`config.mk`:
```
export PLATFORM = sky130hd
export DESIGN_NAME = gwr_out_fifo
export DESIGN_NICKNAME = d
export VERILOG_FILES = /design/src/sv/gwr_pkg.sv /design/src/sv/gwr_out_fifo.sv
export SDC_FILE = /design/constraint.sdc
export NUM_CORES = 1
export LEC_CHECK = 0
export BUFFER_PORTS_ARGS = -buffer_cell sky130_fd_sc_hd__buf_2
export CORE_MARGIN = 3
export CORE_UTILIZATION = 45
export DETAILED_ROUTE_END_ITERATION = 12
export HOLD_SLACK_MARGIN = 0.05
export PLACE_DENSITY = 0.66
export SETUP_SLACK_MARGIN = 0.5
export SKIP_CTS_REPAIR_TIMING = 1
export SLEW_MARGIN = 20
export SYNTH_ARGS = -nofsm -noshare
export SYNTH_HDL_FRONTEND = slang
export SYNTH_SLANG_ARGS = --single-unit
```
`constraint.sdc`:
```
create_clock -name clock -period 4.2 [get_ports clock]
set_clock_uncertainty 0.2 [all_clocks]
set_input_delay 0.84 -clock clock [delete_from_list [all_inputs] [get_ports clock]]
set_output_delay 0.84 -clock clock [all_outputs]
set_load 0.02 [all_outputs]
```
`src/sv/gwr_pkg.sv`:
```
`timescale 1ns / 1ps

package gwr_pkg;

   // Pixel and grey widths.
   localparam int GREY_W     = 8;
   localparam int COLOR_W    = 8;
   localparam int SUM_W      = 10;
   localparam int PROD_W     = 20;
   localparam int THRESH_W   = 8;

   // Division of the colour sum by 3 as a multiply by 683 / 2048.
   // The error stays below one third of a grey step for sums up to 765.
   localparam int GREY_DIVISOR = 3;
   localparam int GREY_RECIP   = 683;
   localparam int GREY_SHIFT   = 11;
   localparam logic [GREY_W-1:0] GREY_MAX = 8'd255;

   // Window geometry.
   localparam int WIN_SIZE = GREY_DIVISOR;

   // Register port.
   localparam int CSR_DATA_W  = 12;
   localparam int CSR_INDEX_W = 2;
   localparam int RESET_IMAGE_WIDTH  = 640;
   localparam int RESET_IMAGE_HEIGHT = 480;

   // Result queue.
   localparam int OUT_DEPTH = 4;
   localparam int OUT_PTR_W = $clog2(OUT_DEPTH);
   localparam int OUT_CNT_W = $clog2(OUT_DEPTH + 1);

   typedef enum logic [CSR_INDEX_W-1:0] {
      CSR_IMAGE_WIDTH    = 2'd0,
      CSR_IMAGE_HEIGHT   = 2'd1,
      CSR_EDGE_THRESHOLD = 2'd2
   } csr_index_type;

   typedef logic [GREY_W-1:0] grey_type;

   // Entry 0 is the top row of the window, entry 2 the bottom row.
   typedef grey_type [WIN_SIZE-1:0] column_type;

   typedef struct packed {
      logic                use_pre;
      logic [WIN_SIZE-1:0] row_valid;
   } judge_ctrl_type;

   typedef struct packed {
      logic [COLOR_W-1:0] blue;
      logic [COLOR_W-1:0] green;
      logic [COLOR_W-1:0] red;
      logic               is_pixel;
   } req_payload_type;

   typedef struct packed {
      logic edge_flag;
      logic frame_last;
   } rsp_payload_type;

endpackage

```
`src/sv/gwr_out_fifo.sv`:
```
`timescale 1ns / 1ps

module gwr_out_fifo (
   input  logic                             clock,
   input  logic                             reset,
   input  logic                             push,
   input  gwr_pkg::rsp_payload_type         push_data,
   input  logic                             out_ready,
   output logic                             out_valid,
   output gwr_pkg::rsp_payload_type         out_data,
   output logic [gwr_pkg::OUT_CNT_W-1:0]    count
);

   gwr_pkg::rsp_payload_type entry_ff [gwr_pkg::OUT_DEPTH];

   logic [gwr_pkg::OUT_PTR_W-1:0] wr_ptr_ff;
   logic [gwr_pkg::OUT_PTR_W-1:0] rd_ptr_ff;
   logic [gwr_pkg::OUT_CNT_W-1:0] count_ff;
   logic                          pop;

   assign out_valid = (count_ff != '0);
   assign out_data  = entry_ff[rd_ptr_ff];
   assign pop       = out_valid && out_ready;
   assign count     = count_ff;

   always_ff @(posedge clock) begin
      if (push) begin
         entry_ff[wr_ptr_ff] <= push_data;
      end
   end

   always_ff @(posedge clock) begin
      if (reset) begin
         wr_ptr_ff <= '0;
         rd_ptr_ff <= '0;
         count_ff  <= '0;
      end else begin
         if (push) begin
            wr_ptr_ff <= (wr_ptr_ff == gwr_pkg::OUT_PTR_W'(gwr_pkg::OUT_DEPTH - 1)) ?
                         '0 : wr_ptr_ff + gwr_pkg::OUT_PTR_W'(1);
         end
         if (pop) begin
            rd_ptr_ff <= (rd_ptr_ff == gwr_pkg::OUT_PTR_W'(gwr_pkg::OUT_DEPTH - 1)) ?
                         '0 : rd_ptr_ff + gwr_pkg::OUT_PTR_W'(1);
         end
         if (push && !pop) begin
            count_ff <= count_ff + gwr_pkg::OUT_CNT_W'(1);
         end else if (pop && !push) begin
            count_ff <= count_ff - gwr_pkg::OUT_CNT_W'(1);
         end
      end
   end

endmodule

```
==> run_results.csv <==
group,metric,value,unit
die,dieHeight,46.6,µm
setup_path,r2r-start,"count[1]$_SDFFE_PP0P_",
detailed_routing,drt-total-wl,984,µm
layout,layout_commonest_cell,"buf_2",
sta,fin_crit,2.39,ns
detailed_routing,drc_errors,0,
clock_tree,cts_tree,"yes",
detailed_routing,wl_per_cell,11.7,µm
global_routing,grt_max_degree,11,
yosys,syn_area_per_cell,14.0,µm²
setup_path,startpoint_type,"flop",
global_routing,antenna_found_initial,0,
sta,fmax,0.418,GHz
pwr,pwr_density_cell,546,nW/µm²
setup_path,slowest_stage,"mux4_2",
detailed_routing,drt_iter0_drc,3,
hold_path,hp-class,"reg2reg",
pwr,p_comb_share,32.4,%
outcome,status,"finished clean",
detailed_routing,antenna_left,0,
clock_tree,clock_latency,0.28,ns
die,rows,14,
die,coreArea,1520,µm²
layout,fillers,144,
layout,finalInstanceArea,843,µm²
setup_path,crit_chain,"mux4_2 > buf_2",
setup_path,worstSetupEndpointType,"output port",
setup_path,crit_family,"multiplexers",
sta,drv_slew,0,
setup_path,crit_required,3.16,ns
layout,area_delta_synth_final,13.9,%
setup_path,rrSetupSlack,1.98,ns
layout,finalNetCount,82,
flow_run,drv_cap,0,
yosys,ys_types,17,
setup_path,crit_buf_inv,1,
sta,hold_violations,0,
detailed_routing,num_vias,424,
yosys,synth_compound_area_share,5.41,%
clock_tree,clock-sinks,17,
setup_path,path_class,"reg2out",
pwr,p_sw,0.000155,W
setup_path,arrival,1.35,ns
die,die_w,46.6,µm
layout,final_cell_mix,"buf_2 (11), dfxtp_1 (9), edfxtp_1 (8), nor2_1 (6), ha_1 (6)",
pwr,p_leak,0.362,nW
clock_tree,cts_made_buffers,3,
layout,layout-drive-gt1-share,29.4,%
setup_path,rr_worst_depth,7,
sta,whs,0.307,ns
die,start_util,48.6,%
yosys,ys_seq_area_share,56.8,%
setup_path,cpPeakStageDelay,0.50,ns
clock_tree,h-tree-depth,1,
yosys,synth_xor_xnor_area_share,2.36,%
layout,antenna_cells,0,
pwr,p_clk_share,18.0,%
clock_tree,clk_path_buf_depth,2,
placement,gp_congestion,0.687,
clock_tree,cts.reportedPaths.clkPinSlew,0.09,ns
sta,slew_headroom,82.6,%
sta,rsz0062_at_grt,"no",
yosys,synth_seq_cells,17,
pwr,p_int,0.000306,W
pwr,power.share.sequential,49.6,%
layout,fin_util,55.3,%
yosys,synthAdderAreaFrac,12.8,%
pwr,power,0.000461,W
sta,fin_crit_sh,56.9,%
sta,setup_viol,0,
setup_path,crit_path_max_fanout,2,
global_routing,track_usage,11.3,%
global_routing,first_global_vias,395,
yosys,synth-simple-area-share,9.63,%
yosys,synthMuxAreaShare,11.5,%
yosys,syn_inst,53,
yosys,synth_top_family_by_area,"adder cells",
pwr,p_sw_share,33.6,%
setup_path,reg2reg_to,"count[2]$_SDFFE_PP0P_",
placement,portBuffers,11,
die,die-area,2170,µm²
global_routing,overflow,0,
sta,worstMarginPinSlew,0.261,ns
pwr,ir_worst_vdd,316,µV
die,pin_count,12,
yosys,synth_warnings,0,
detailed_routing,dr.pass1.iters,4,
sta,tns,0,ns
placement,place_area,816,µm²
yosys,syn-cell-area,741,µm²
clock_tree,cts-root-buf,"clkbuf_4",
placement,dp_hpwl,769,µm
global_routing,grt_first_pass_wirelength,1660,µm
hold_path,hold_depth,2,
detailed_routing,viasPerCell,5.05,
hold_path,hp-start,"rd_ptr_ff[0]$_SDFFE_PP0P_",
yosys,syn_nets,66,
final cells by class:
type / instances / area [µm²] / share of cell area, %
sequential: 17 / 420 / 49.9
inverter: 3 / 11.3 / 1.34
clock inverter: 1 / 5.00 / 0.593
multi-input combinational: 33 / 309 / 36.6
tap: 16 / 20.0 / 2.37
clock buffer: 3 / 22.5 / 2.67
timing repair buffer: 11 / 55.1 / 6.53
power groups by stage:
stage	clock network [W]	logic (W)	registers (W)
2_1_floorplan	0	0.000101	0.000240
3_3_place_gp	0	0.000149	0.000233
3_5_place_dp	0	0.000148	0.000234
4_1_cts	0.0000879	0.000151	0.000230
5_1_grt	0.0000938	0.000166	0.000235
6_report	0.0000831	0.000149	0.000228
layer usage:
layer  track usage (%)  vias up  wire length, µm
met3              5.86        2               41
met4              5.11        0               17
met2              16.8        7              459
met1              13.5      198              466
met5                 0        -                0
li1                  -      217                -
cell usage after synthesis (all sizes together):
cell | instances | share of area, %
a21oi | 2 | 1.9
and2 | 4 | 3.4
dfxtp | 9 | 24
edfxtp | 8 | 32
fa | 1 | 2.7
ha | 6 | 10
inv | 3 | 1.5
mux2i | 4 | 5.4
mux4 | 2 | 6.1
nand2 | 1 | 0.51
nor2 | 6 | 3.0
o21ai | 1 | 0.68
o31ai | 1 | 2.9
or3 | 3 | 2.7
xor2 | 2 | 2.4
how the worst max path moves through the flow:
| stage | end | slack (ns) | cells after the start |
|---|---|---|---|
| 3_5_place_dp | count[2]$_SDFFE_PP0P_ | 1.65 | 8 |
| 2_1_floorplan | count[2]$_SDFFE_PP0P_ | 1.84 | 7 |
| 6_report | out_data[0] | 1.81 | 2 |
| 5_1_grt | out_data[0] | 1.73 | 2 |
| 4_1_cts | out_data[0] | 1.78 | 2 |
| 3_3_place_gp | count[2]$_SDFFE_PP0P_ | 1.66 | 8 |
worst min-delay path: stages (launching register included):
cell and delay (ns):
dfxtp_1 0.34, nand2_1 0.07, a21oi_2 0.06
stage by stage:
step	setup WS (ns)	instances
2_1_floorplan	1.84	53
6_report	1.81	84
3_3_place_gp	1.66	80
4_1_cts	1.78	84
5_1_grt	1.73	84
3_5_place_dp	1.65	80
cell families after synthesis:
| family | Yosys count |
|---|---|
| muxes | 6 |
| DFF | 17 |
| and+or+nand+nor | 14 |
| AOI/OAI and AO/OA | 4 |
| xor gates and xnor gates | 2 |
| adders and majority gates | 7 |
| buffers and inverters | 3 |
(Power assumes the default switching activity.)
