**config.mk**
```make
export PLATFORM = sky130hd
export DESIGN_NAME = gwr_cell
export DESIGN_NICKNAME = d
export VERILOG_FILES = /design/src/sv/gwr_pkg.sv /design/src/sv/gwr_cell.sv
export SDC_FILE = /design/constraint.sdc
export NUM_CORES = 1
export LEC_CHECK = 0
export BUFFER_PORTS_ARGS = -buffer_cell sky130_fd_sc_hd__buf_2
export CORE_MARGIN = 1
export CORE_UTILIZATION = 52
export CTS_CLUSTER_DIAMETER = 100
export CTS_CLUSTER_SIZE = 25
export DETAILED_ROUTE_END_ITERATION = 8
export GPL_TIMING_DRIVEN = 0
export PLACE_DENSITY = 0.79
export SYNTH_ARGS = -nofsm -noshare
export SYNTH_HDL_FRONTEND = slang
export SYNTH_SLANG_ARGS = --single-unit
export TNS_END_PERCENT = 1
```
**constraint.sdc**
```tcl
create_clock -name clock -period 7 [get_ports clock]
set_input_delay 0.35 -clock clock [delete_from_list [all_inputs] [get_ports clock]]
set_output_delay 0.35 -clock clock [all_outputs]
set_load 0.05 [all_outputs]
```
**src/sv/gwr_pkg.sv**
```systemverilog
`timescale 1ns / 1ps

package gwr_pkg;

   // Pixel and grey widths.
   localparam int GREY_W     = 8;
   localparam int COLOR_W    = 8;
   localparam int SUM_W      = 10;
   localparam int PROD_W     = 20;
   localparam int THRESH_W   = 8;

   // Division of the colour sum by 3 as a multiply by 683 / 2048.
   // The error stays below one third of a grey step for sums up to 765.
   localparam int GREY_DIVISOR = 3;
   localparam int GREY_RECIP   = 683;
   localparam int GREY_SHIFT   = 11;
   localparam logic [GREY_W-1:0] GREY_MAX = 8'd255;

   // Window geometry.
   localparam int WIN_SIZE = GREY_DIVISOR;

   // Register port.
   localparam int CSR_DATA_W  = 12;
   localparam int CSR_INDEX_W = 2;
   localparam int RESET_IMAGE_WIDTH  = 640;
   localparam int RESET_IMAGE_HEIGHT = 480;

   // Result queue.
   localparam int OUT_DEPTH = 4;
   localparam int OUT_PTR_W = $clog2(OUT_DEPTH);
   localparam int OUT_CNT_W = $clog2(OUT_DEPTH + 1);

   typedef enum logic [CSR_INDEX_W-1:0] {
      CSR_IMAGE_WIDTH    = 2'd0,
      CSR_IMAGE_HEIGHT   = 2'd1,
      CSR_EDGE_THRESHOLD = 2'd2
   } csr_index_type;

   typedef logic [GREY_W-1:0] grey_type;

   // Entry 0 is the top row of the window, entry 2 the bottom row.
   typedef grey_type [WIN_SIZE-1:0] column_type;

   typedef struct packed {
      logic                use_pre;
      logic [WIN_SIZE-1:0] row_valid;
   } judge_ctrl_type;

   typedef struct packed {
      logic [COLOR_W-1:0] blue;
      logic [COLOR_W-1:0] green;
      logic [COLOR_W-1:0] red;
      logic               is_pixel;
   } req_payload_type;

   typedef struct packed {
      logic edge_flag;
      logic frame_last;
   } rsp_payload_type;

endpackage

```
**src/sv/gwr_cell.sv**
```systemverilog
`timescale 1ns / 1ps

module gwr_cell (
   input  logic                    clock,
   input  logic                    reset,
   input  logic                    shift_en,
   input  gwr_pkg::column_type     col_from,
   input  gwr_pkg::judge_ctrl_type judge,
   input  logic                    col_valid,
   output gwr_pkg::column_type     col_q,
   output gwr_pkg::grey_type       max_q,
   output gwr_pkg::grey_type       min_q
);

   gwr_pkg::column_type col_ff;
   gwr_pkg::column_type col_in;
   gwr_pkg::column_type src;
   gwr_pkg::grey_type   max_ff;
   gwr_pkg::grey_type   min_ff;
   gwr_pkg::grey_type   max_in;
   gwr_pkg::grey_type   min_in;

   assign col_in = shift_en ? col_from : col_ff;
   assign col_q  = col_ff;
   assign max_q  = max_ff;
   assign min_q  = min_ff;

   // Column extremes over the entries that lie inside the image.
   always_comb begin
      src    = judge.use_pre ? col_ff : col_from;
      max_in = '0;
      min_in = gwr_pkg::GREY_MAX;
      for (int j = 0; j < gwr_pkg::WIN_SIZE; j++) begin
         if (judge.row_valid[j] && col_valid) begin
            if (src[j] > max_in) begin
               max_in = src[j];
            end
            if (src[j] < min_in) begin
               min_in = src[j];
            end
         end
      end
   end

   always_ff @(posedge clock) begin
      if (reset) begin
         col_ff <= '0;
      end else begin
         col_ff <= col_in;
      end
   end

   always_ff @(posedge clock) begin
      max_ff <= max_in;
      min_ff <= min_in;
   end

endmodule

```
==> results of run 1 <==
## final cells by class
class,count,area [um^2]
multi-input combinational,201,1670
fill,419,1649
sequential,40,800.8
timing repair buffer,69,345.3
inverter,24,90.09
clock buffer,7,86.33
tap,67,83.83
buffer,10,52.55
clock inverter,1,7.507
## through the flow
stage | cells | instance area, um^2 | power [mW] | hold slack [ns] | setup slack [ns]
after floorplan | 275 | 2614 | 0.4379 | 0.4224 | 2.379
after global placement | 411 | 3043 | 0.4889 | 0.4897 | 1.704
after detailed placement | 411 | 3043 | 0.4937 | 0.5047 | 1.657
after CTS | 419 | 3137 | 0.6511 | 0.2901 | 1.960
after global routing | 419 | 3137 | 0.6820 | 0.3119 | 1.608
final | 419 | 3137 | 0.6471 | 0.2957 | 1.914
## synth_stat cells, types with 3 or more instances
cell type,n
a21o_1,3
a21oi_1,8
and4_1,3
clkbuf_1,8
dfxtp_1,40
ha_1,30
inv_1,24
mux2_2,10
mux2i_1,68
nand2_1,13
nand4_1,3
nor2_1,36
o21a_1,4
o21ai_0,6
## cells in the final DEF, fill, tap and decap left out, types with 2 or more instances in the layout
master,Yosys,layout
buf_2,0,69
mux2i_1,68,68
dfxtp_1,40,40
nor2_1,36,36
ha_1,30,30
inv_1,24,24
nand2_1,13,13
mux2_2,10,10
clkbuf_1,8,9
a21oi_1,8,8
o21ai_0,6,6
clkbuf_8,0,6
o21a_1,4,4
nand4_1,3,3
and4_1,3,3
a21o_1,3,3
buf_6,2,2
a211o_1,2,2
nor3_1,2,2
o2111ai_1,2,2
nor2b_1,2,2
## per-layer routing
metal	GRT usage, %	vias up	part of all wire (%)
li1	-	1117	-
met1	30.18	985	46
met5	0	-	0
met4	7.407	0	1.6
met2	38.84	72	46
met3	4.420	9	5.9
## state kept, by name (all words and copies together) (netlist names)
name,cells
min_q,8
max_q,8
col_q,24
## cell families after synthesis
family | count (synthesis) | share of synthesized area (%)
fa+ha+maj | 30 | 14.36
compound gates | 31 | 8.569
buf+inv | 34 | 5.457
flops | 40 | 30.64
mux | 79 | 30.92
simple gates | 61 | 10.05
## critical path: stages
cell,delay [ns]
buf_6,0.10
clkbuf_1,0.58
mux2i_1,0.25
nor2_1,0.17
inv_1,0.06
ha_1,0.29
nand2_1,0.08
o211ai_1,0.19
o2111ai_1,0.13
a21oi_1,0.78
mux2i_1,0.33
ha_1,0.38
and4_1,0.22
o21ai_0,0.11
a221oi_2,0.84
mux2_2,0.41
## report_power, final
| part | switching (mW) | internal (mW) | total [mW] |
|---|---|---|---|
| sequential | 0.00775 | 0.248 | 0.255 |
| combinational | 0.155 | 0.0785 | 0.233 |
| clock | 0.0785 | 0.0801 | 0.159 |
## worst max-delay path by stage
stage          cells after the start       end  slack [ns]
2_1_floorplan                     16  max_q[0]        2.38
3_3_place_gp                      18  max_q[0]        1.70
3_5_place_dp                      18  max_q[0]        1.66
4_1_cts                           18  max_q[0]        1.96
5_1_grt                           16  max_q[0]        1.61
6_report                          16  max_q[0]        1.91
==> flow_summary.ini, run 1 <==
[timing]
rsz0062_at_grt = no
worst_pin_slew_ns = 0.9937
slew_viol_final = 0
fin_crit_ns = 5.086
fmax_mhz = 196.6
fin_crit_sh_pct = 72.66
slew-limit-headroom_pct = 33.75
finalSetupViolations = 0
fin_tns_setup_ns = 0
skew_ns = 0.003666
hold_viol_final = 0

[routing]
drt_pre_antenna_iters = 4
antenna_left = 0
drc = 0
wl_um = 5679
vias = 2183
drt_first_iter_violations = 69
vias_per_cell = 5.210
wl_per_cell_um = 13.55

[final_layout]
fin_util_pct = 65.54
area_delta_synth_final_pct = 20.01
antenna_cells = 0
drive_gt1_share_pct = 25.85
nets = 413

[cts]
clk_root_buffer_cell = clkbuf_8
clk_pin_slew_ns = 0.08
clkLatencyLatePin_ns = 0.29
postCtsSetupBuffers = 0
cts_buffer_depth = 2
cts_sinks = 40
ctsResizeCount = 0
numCtsBuffers = 5
cts_tree = built
htreeDepth = 2
cts_hold_buf = 0

[grt]
grt-ovfl-total = 0
grt_pass1_wl_um = 9356
gr-usage-all-layers_pct = 23.21
grt_max_degree = 13
grt_pass1_vias = 2045
grt_antenna_before_repair = 0

[synth]
async_reset_ff_share_pct = 0
yosysWarnings = 0
ys_seq_area_share_pct = 30.64
ys_types = 28
syn_nets = 337
synth_area_leader_cell = dfxtp_1
postSynthCellCount = 275
synth-main-ff-cell = dfxtp_1
syn_area_per_cell_um2 = 9.505
synth-seq-cells = 40
synth_area_leaders = dfxtp_1, mux2i_1, ha_1
yosysTopAreaCellShare_pct = 30.64
synth_edf_count = 0
synth_area_um2 = 2614

[die]
die_w_um = 72.90
dieArea_um2 = 5314
core_um2 = 4786
die-height_um = 72.90
placementRows = 25
initial_core_util_pct = 54.61
ios = 72

[hold_path]
holdCritStartpoint = reset
hold_path_class = in -> reg
whs_path_depth = 2
holdPathEnd = col_q[7]

[critical_path]
r2r_end = max_q[0]
criticalPathCategory = in -> reg
reg2regPathDepth = 14
worstPathRequired_ns = 7.18
critPathLaunchType = input port
startpoint = judge[3]
crit_fanout = 10
timing.rr.start = col_q[6]
arrival_ns = 5.27
worstSetupEndpointType = flip-flop
r2r_slack_ns = 2.43

[run]
maxCapViolCount = 0

[placed_design]
port_buffers = 69
dpl.hpwl_um = 4707
place_congestion = 0.8990

[power]
power_density_nw_per_um2 = 206.3
power_leakage_nw = 1.658
ir_drop_v = 0.0001129

[run_status]
outcome = finished clean
(Power assumes the default switching activity.)
==> inputs of run 2 (changes only) <==
Clock period 7 ns to 5 ns, I/O delays scaled along.
==> flow_summary.ini, run 2 (synthesized netlist as in run 1, its figures left out) <==
[final_layout]
fin_util_pct = 65.62
area_delta_synth_final_pct = 20.15
postLayoutCellArea_um2 = 3141
antenna_cells = 0
final_cell_mix = buf_2, mux2i_1, dfxtp_1
nets = 413
instances_no_fill = 419
largest_register_ff_count = 24
drive_gt1_share_pct = 26.14
layout_commonest_cell = buf_2

[timing]
fin_crit_ns = 4.661
slew_viol_final = 0
skew_ns = 0.004041
fin_ws_ns = 0.3391
slew-limit-headroom_pct = 34.63
fin_tns_setup_ns = 0
worst_pin_slew_ns = 0.9806
finalSetupViolations = 0
fin_crit_sh_pct = 93.22
rsz0062_at_grt = no
whs_ns = 0.1956
hold_viol_final = 0
fmax_mhz = 214.6

[die]
initial_core_util_pct = 54.61
ios = 72
die_w_um = 72.90
die-height_um = 72.90
placementRows = 25
core_um2 = 4786
dieArea_um2 = 5314

[routing]
wl_um = 5667
drc = 0
antenna_left = 0
vias = 2186
drt_first_iter_violations = 89
vias_per_cell = 5.217
drt_pre_antenna_iters = 4
wl_per_cell_um = 13.53

[power]
power_leakage_nw = 1.658
power_density_nw_per_um2 = 288.6
ir_drop_v = 0.0001580
p_total_uw = 906.3
combinationalPowerShare_pct = 36.1
p_clk_share_pct = 24.5
p_sw_uw = 337.7
swShare_pct = 37.26
seq_power_share_pct = 39.4
p_int_uw = 568.6

[critical_path]
worstPathRequired_ns = 5.18
arrival_ns = 4.84
criticalPathCategory = in -> reg
crit_fanout = 10
critPathLaunchType = input port
reg2regPathDepth = 16
worstSetupEndpointType = flip-flop

[placed_design]
place_inst = 411
placed_cell_area_um2 = 3043
place_congestion = 0.8990
port_buffers = 69
place_ws_ns = -0.2432
dpl.hpwl_um = 4707

[cts]
cts_buffer_depth = 2
cts_tree = built
cts_hold_buf = 0
cts_sinks = 40
postCtsSetupBuffers = 0
numCtsBuffers = 5
clkLatencyLatePin_ns = 0.29
ctsResizeCount = 0
clk_pin_slew_ns = 0.08
clk_root_buffer_cell = clkbuf_8
htreeDepth = 2

[grt]
grt_pass1_vias = 2045
gr-usage-all-layers_pct = 23.21
grt_antenna_before_repair = 0
grt-ovfl-total = 0
grt_max_degree = 13
grt_pass1_wl_um = 9356

[hold_path]
whs_path_depth = 2
hold_path_class = in -> reg

[run_status]
outcome = finished clean

[run]
maxCapViolCount = 0
==> run 2: area by class of cell <==
cell class                      count  area [um^2]
Multi-Input combinational cell    201         1674
Fill cell                         419         1645
Sequential cell                    40        800.8
Timing Repair Buffer               69        345.3
Inverter                           24        90.09
Clock buffer                        7        86.33
Tap cell                           67        83.83
Buffer                             10        52.55
Clock inverter                      1        7.507
==> run 2: power by group through the flow <==
stage               logic [mW]  registers [mW]  clock network (mW)
floorplan                0.148           0.465                   0
global placement         0.320           0.364                   0
detailed placement       0.326           0.365                   0
CTS                      0.327           0.358               0.226
global route             0.357           0.361               0.238
finish                   0.327           0.357               0.222
==> run 2: layer usage <==
metal  GRT usage (%)  wire length (um)  up-vias
met2           38.84              2608       73
met4           7.407                90        0
met1           30.18              2629      987
met3           4.420               339        9
met5               0                 0        -
li1                -                 -     1117
==> run 2: worst paths after layout <==
| kind | from | end | slack [ns] |
|---|---|---|---|
| max | judge[3] | max_q[0] | 0.34 |
| min | reset | col_q[7] | 0.20 |
| max reg2reg | col_q[6] | max_q[0] | 0.75 |
| min reg2reg | col_q[12] | col_q[12] | 0.52 |
==> run 2: worst max-delay path, stage by stage <==
cell	delay (ns)
buf_6	0.10
clkbuf_1	0.58
mux2i_1	0.25
nor2_1	0.17
inv_1	0.06
ha_1	0.29
nand2_1	0.08
o211ai_1	0.19
o2111ai_1	0.15
a21oi_2	0.47
mux2_2	0.42
ha_1	0.18
nor2b_1	0.11
o21a_1	0.11
o21a_1	0.10
o21ai_0	0.08
a221oi_2	0.83
mux2_2	0.41
==> inputs of run 3 (changes only) <==
Settings changed: RECOVER_POWER from default to 50.
==> flow_summary.ini, run 3 (synthesized netlist as in run 1, its figures left out) <==
[timing]
fin_crit_sh_pct = 93.41
worst_pin_slew_ns = 0.9844
slew_viol_final = 0
slew-limit-headroom_pct = 34.37
skew_ns = 0.004527
fin_tns_setup_ns = 0
hold_viol_final = 0
rsz0062_at_grt = no
fin_crit_ns = 4.671
fmax_mhz = 214.1
finalSetupViolations = 0
whs_ns = 0.1959

[cts]
clk_root_buffer_cell = clkbuf_8
cts_hold_buf = 0
clk_pin_slew_ns = 0.08
clkLatencyLatePin_ns = 0.29
ctsResizeCount = 0
cts_buffer_depth = 2
cts_sinks = 40
cts_tree = built
htreeDepth = 2
postCtsSetupBuffers = 0
numCtsBuffers = 5

[run]
maxCapViolCount = 0

[grt]
grt_pass1_vias = 2045
use_met2_pct = 38.84
grt_most_used_layer = met2
grt_antenna_before_repair = 0
grt-ovfl-total = 0
grt_pass1_wl_um = 9356
grt_max_degree = 13
grtUsageMet1_pct = 30.18
gr-usage-all-layers_pct = 23.21
grtUsageMet3_pct = 4.420

[final_layout]
final_cell_mix = mux2i_1, clkbuf_1, dfxtp_1
drive_gt1_share_pct = 15.91
multi_input_area_um2 = 1674
layout_commonest_cell = mux2i_1
nets = 413
postLayoutCellArea_um2 = 3095
largest_register_ff_count = 24
antenna_cells = 0
instances_no_fill = 419
seq_area_um2 = 800.8
area_delta_synth_final_pct = 18.43
fillers = 445

[die]
initial_core_util_pct = 54.61
placementRows = 25
die-height_um = 72.90
ios = 72
dieArea_um2 = 5314
die_w_um = 72.90
core_um2 = 4786

[critical_path]
worstSetupEndpointType = flip-flop
crit_fanout = 10
criticalPathCategory = in -> reg
arrival_ns = 4.85
worstPathRequired_ns = 5.18
critPathLaunchType = input port

[placed_design]
port_buffers = 69
place_congestion = 0.8990
dpl.hpwl_um = 4707
place_inst = 411
placed_cell_area_um2 = 3043

[routing]
vias_per_cell = 5.208
wl_per_cell_um = 13.63
wl_um = 5712
drc = 0
drt_pre_antenna_iters = 4
vias = 2182
antenna_left = 0
drt_first_iter_violations = 90

[power]
ir_drop_v = 0.0001580
power_leakage_nw = 1.531
power_density_nw_per_um2 = 290.7

[hold_path]
hold_path_class = in -> reg

[run_status]
outcome = finished clean
## run 3: routing by layer
metal | wire length (um) | up-vias
met5 | 0 | -
met4 | 90 | 0
met3 | 361 | 9
met2 | 2607 | 77
met1 | 2653 | 980
li1 | - | 1116
## run 3: path summary, 6_finish.rpt
kind	slack (ns)	end	cells past startpoint	from
setup / recovery	0.33	max_q[0]	18	judge[3]
setup reg to reg	0.75	max_q[0]	16	col_q[6]
hold / removal	0.20	col_q[7]	2	reset
hold reg to reg	0.52	col_q[12]	2	col_q[12]
## run 3: critical path: stages
cell,delay (ns)
buf_6,0.10
clkbuf_1,0.58
mux2i_1,0.25
nor2_1,0.17
inv_1,0.06
ha_1,0.29
nand2_1,0.08
o211ai_1,0.19
o2111ai_1,0.15
a21oi_2,0.47
mux2_2,0.42
ha_1,0.18
nor2b_1,0.11
o21a_1,0.11
o21a_1,0.10
o21ai_0,0.08
a221oi_2,0.83
mux2_2,0.41
## run 3: metrics by stage
step	setup slack (ns)	util, %	total power [mW]
5_1_grt	0.02850	64.68	0.9490
6_report	0.3294	64.68	0.8998
3_3_place_gp	-0.1964	63.58	0.6845
4_1_cts	0.05971	65.54	0.9115
3_5_place_dp	-0.2432	63.58	0.6912
2_1_floorplan	0.4788	-	0.6131
## run 3: final cells by class
| type | instances | area share (%) |
|---|---|---|
| clock buffers | 7 | 2.789 |
| flip-flops and latches | 40 | 25.87 |
| inverters | 24 | 2.910 |
| multi-input cells | 201 | 54.08 |
| clock inverters | 1 | 0.2425 |
| well taps | 67 | 2.708 |
| plain buffers | 10 | 1.698 |
| repair buffers | 69 | 9.701 |
## run 3: power breakdown
| part | switching [mW] | internal (mW) | leakage, nW |
|---|---|---|---|
| clock network | 0.109 | 0.112 | 0.0445 |
| logic | 0.217 | 0.102 | 1.15 |
| registers | 0.0118 | 0.347 | 0.331 |
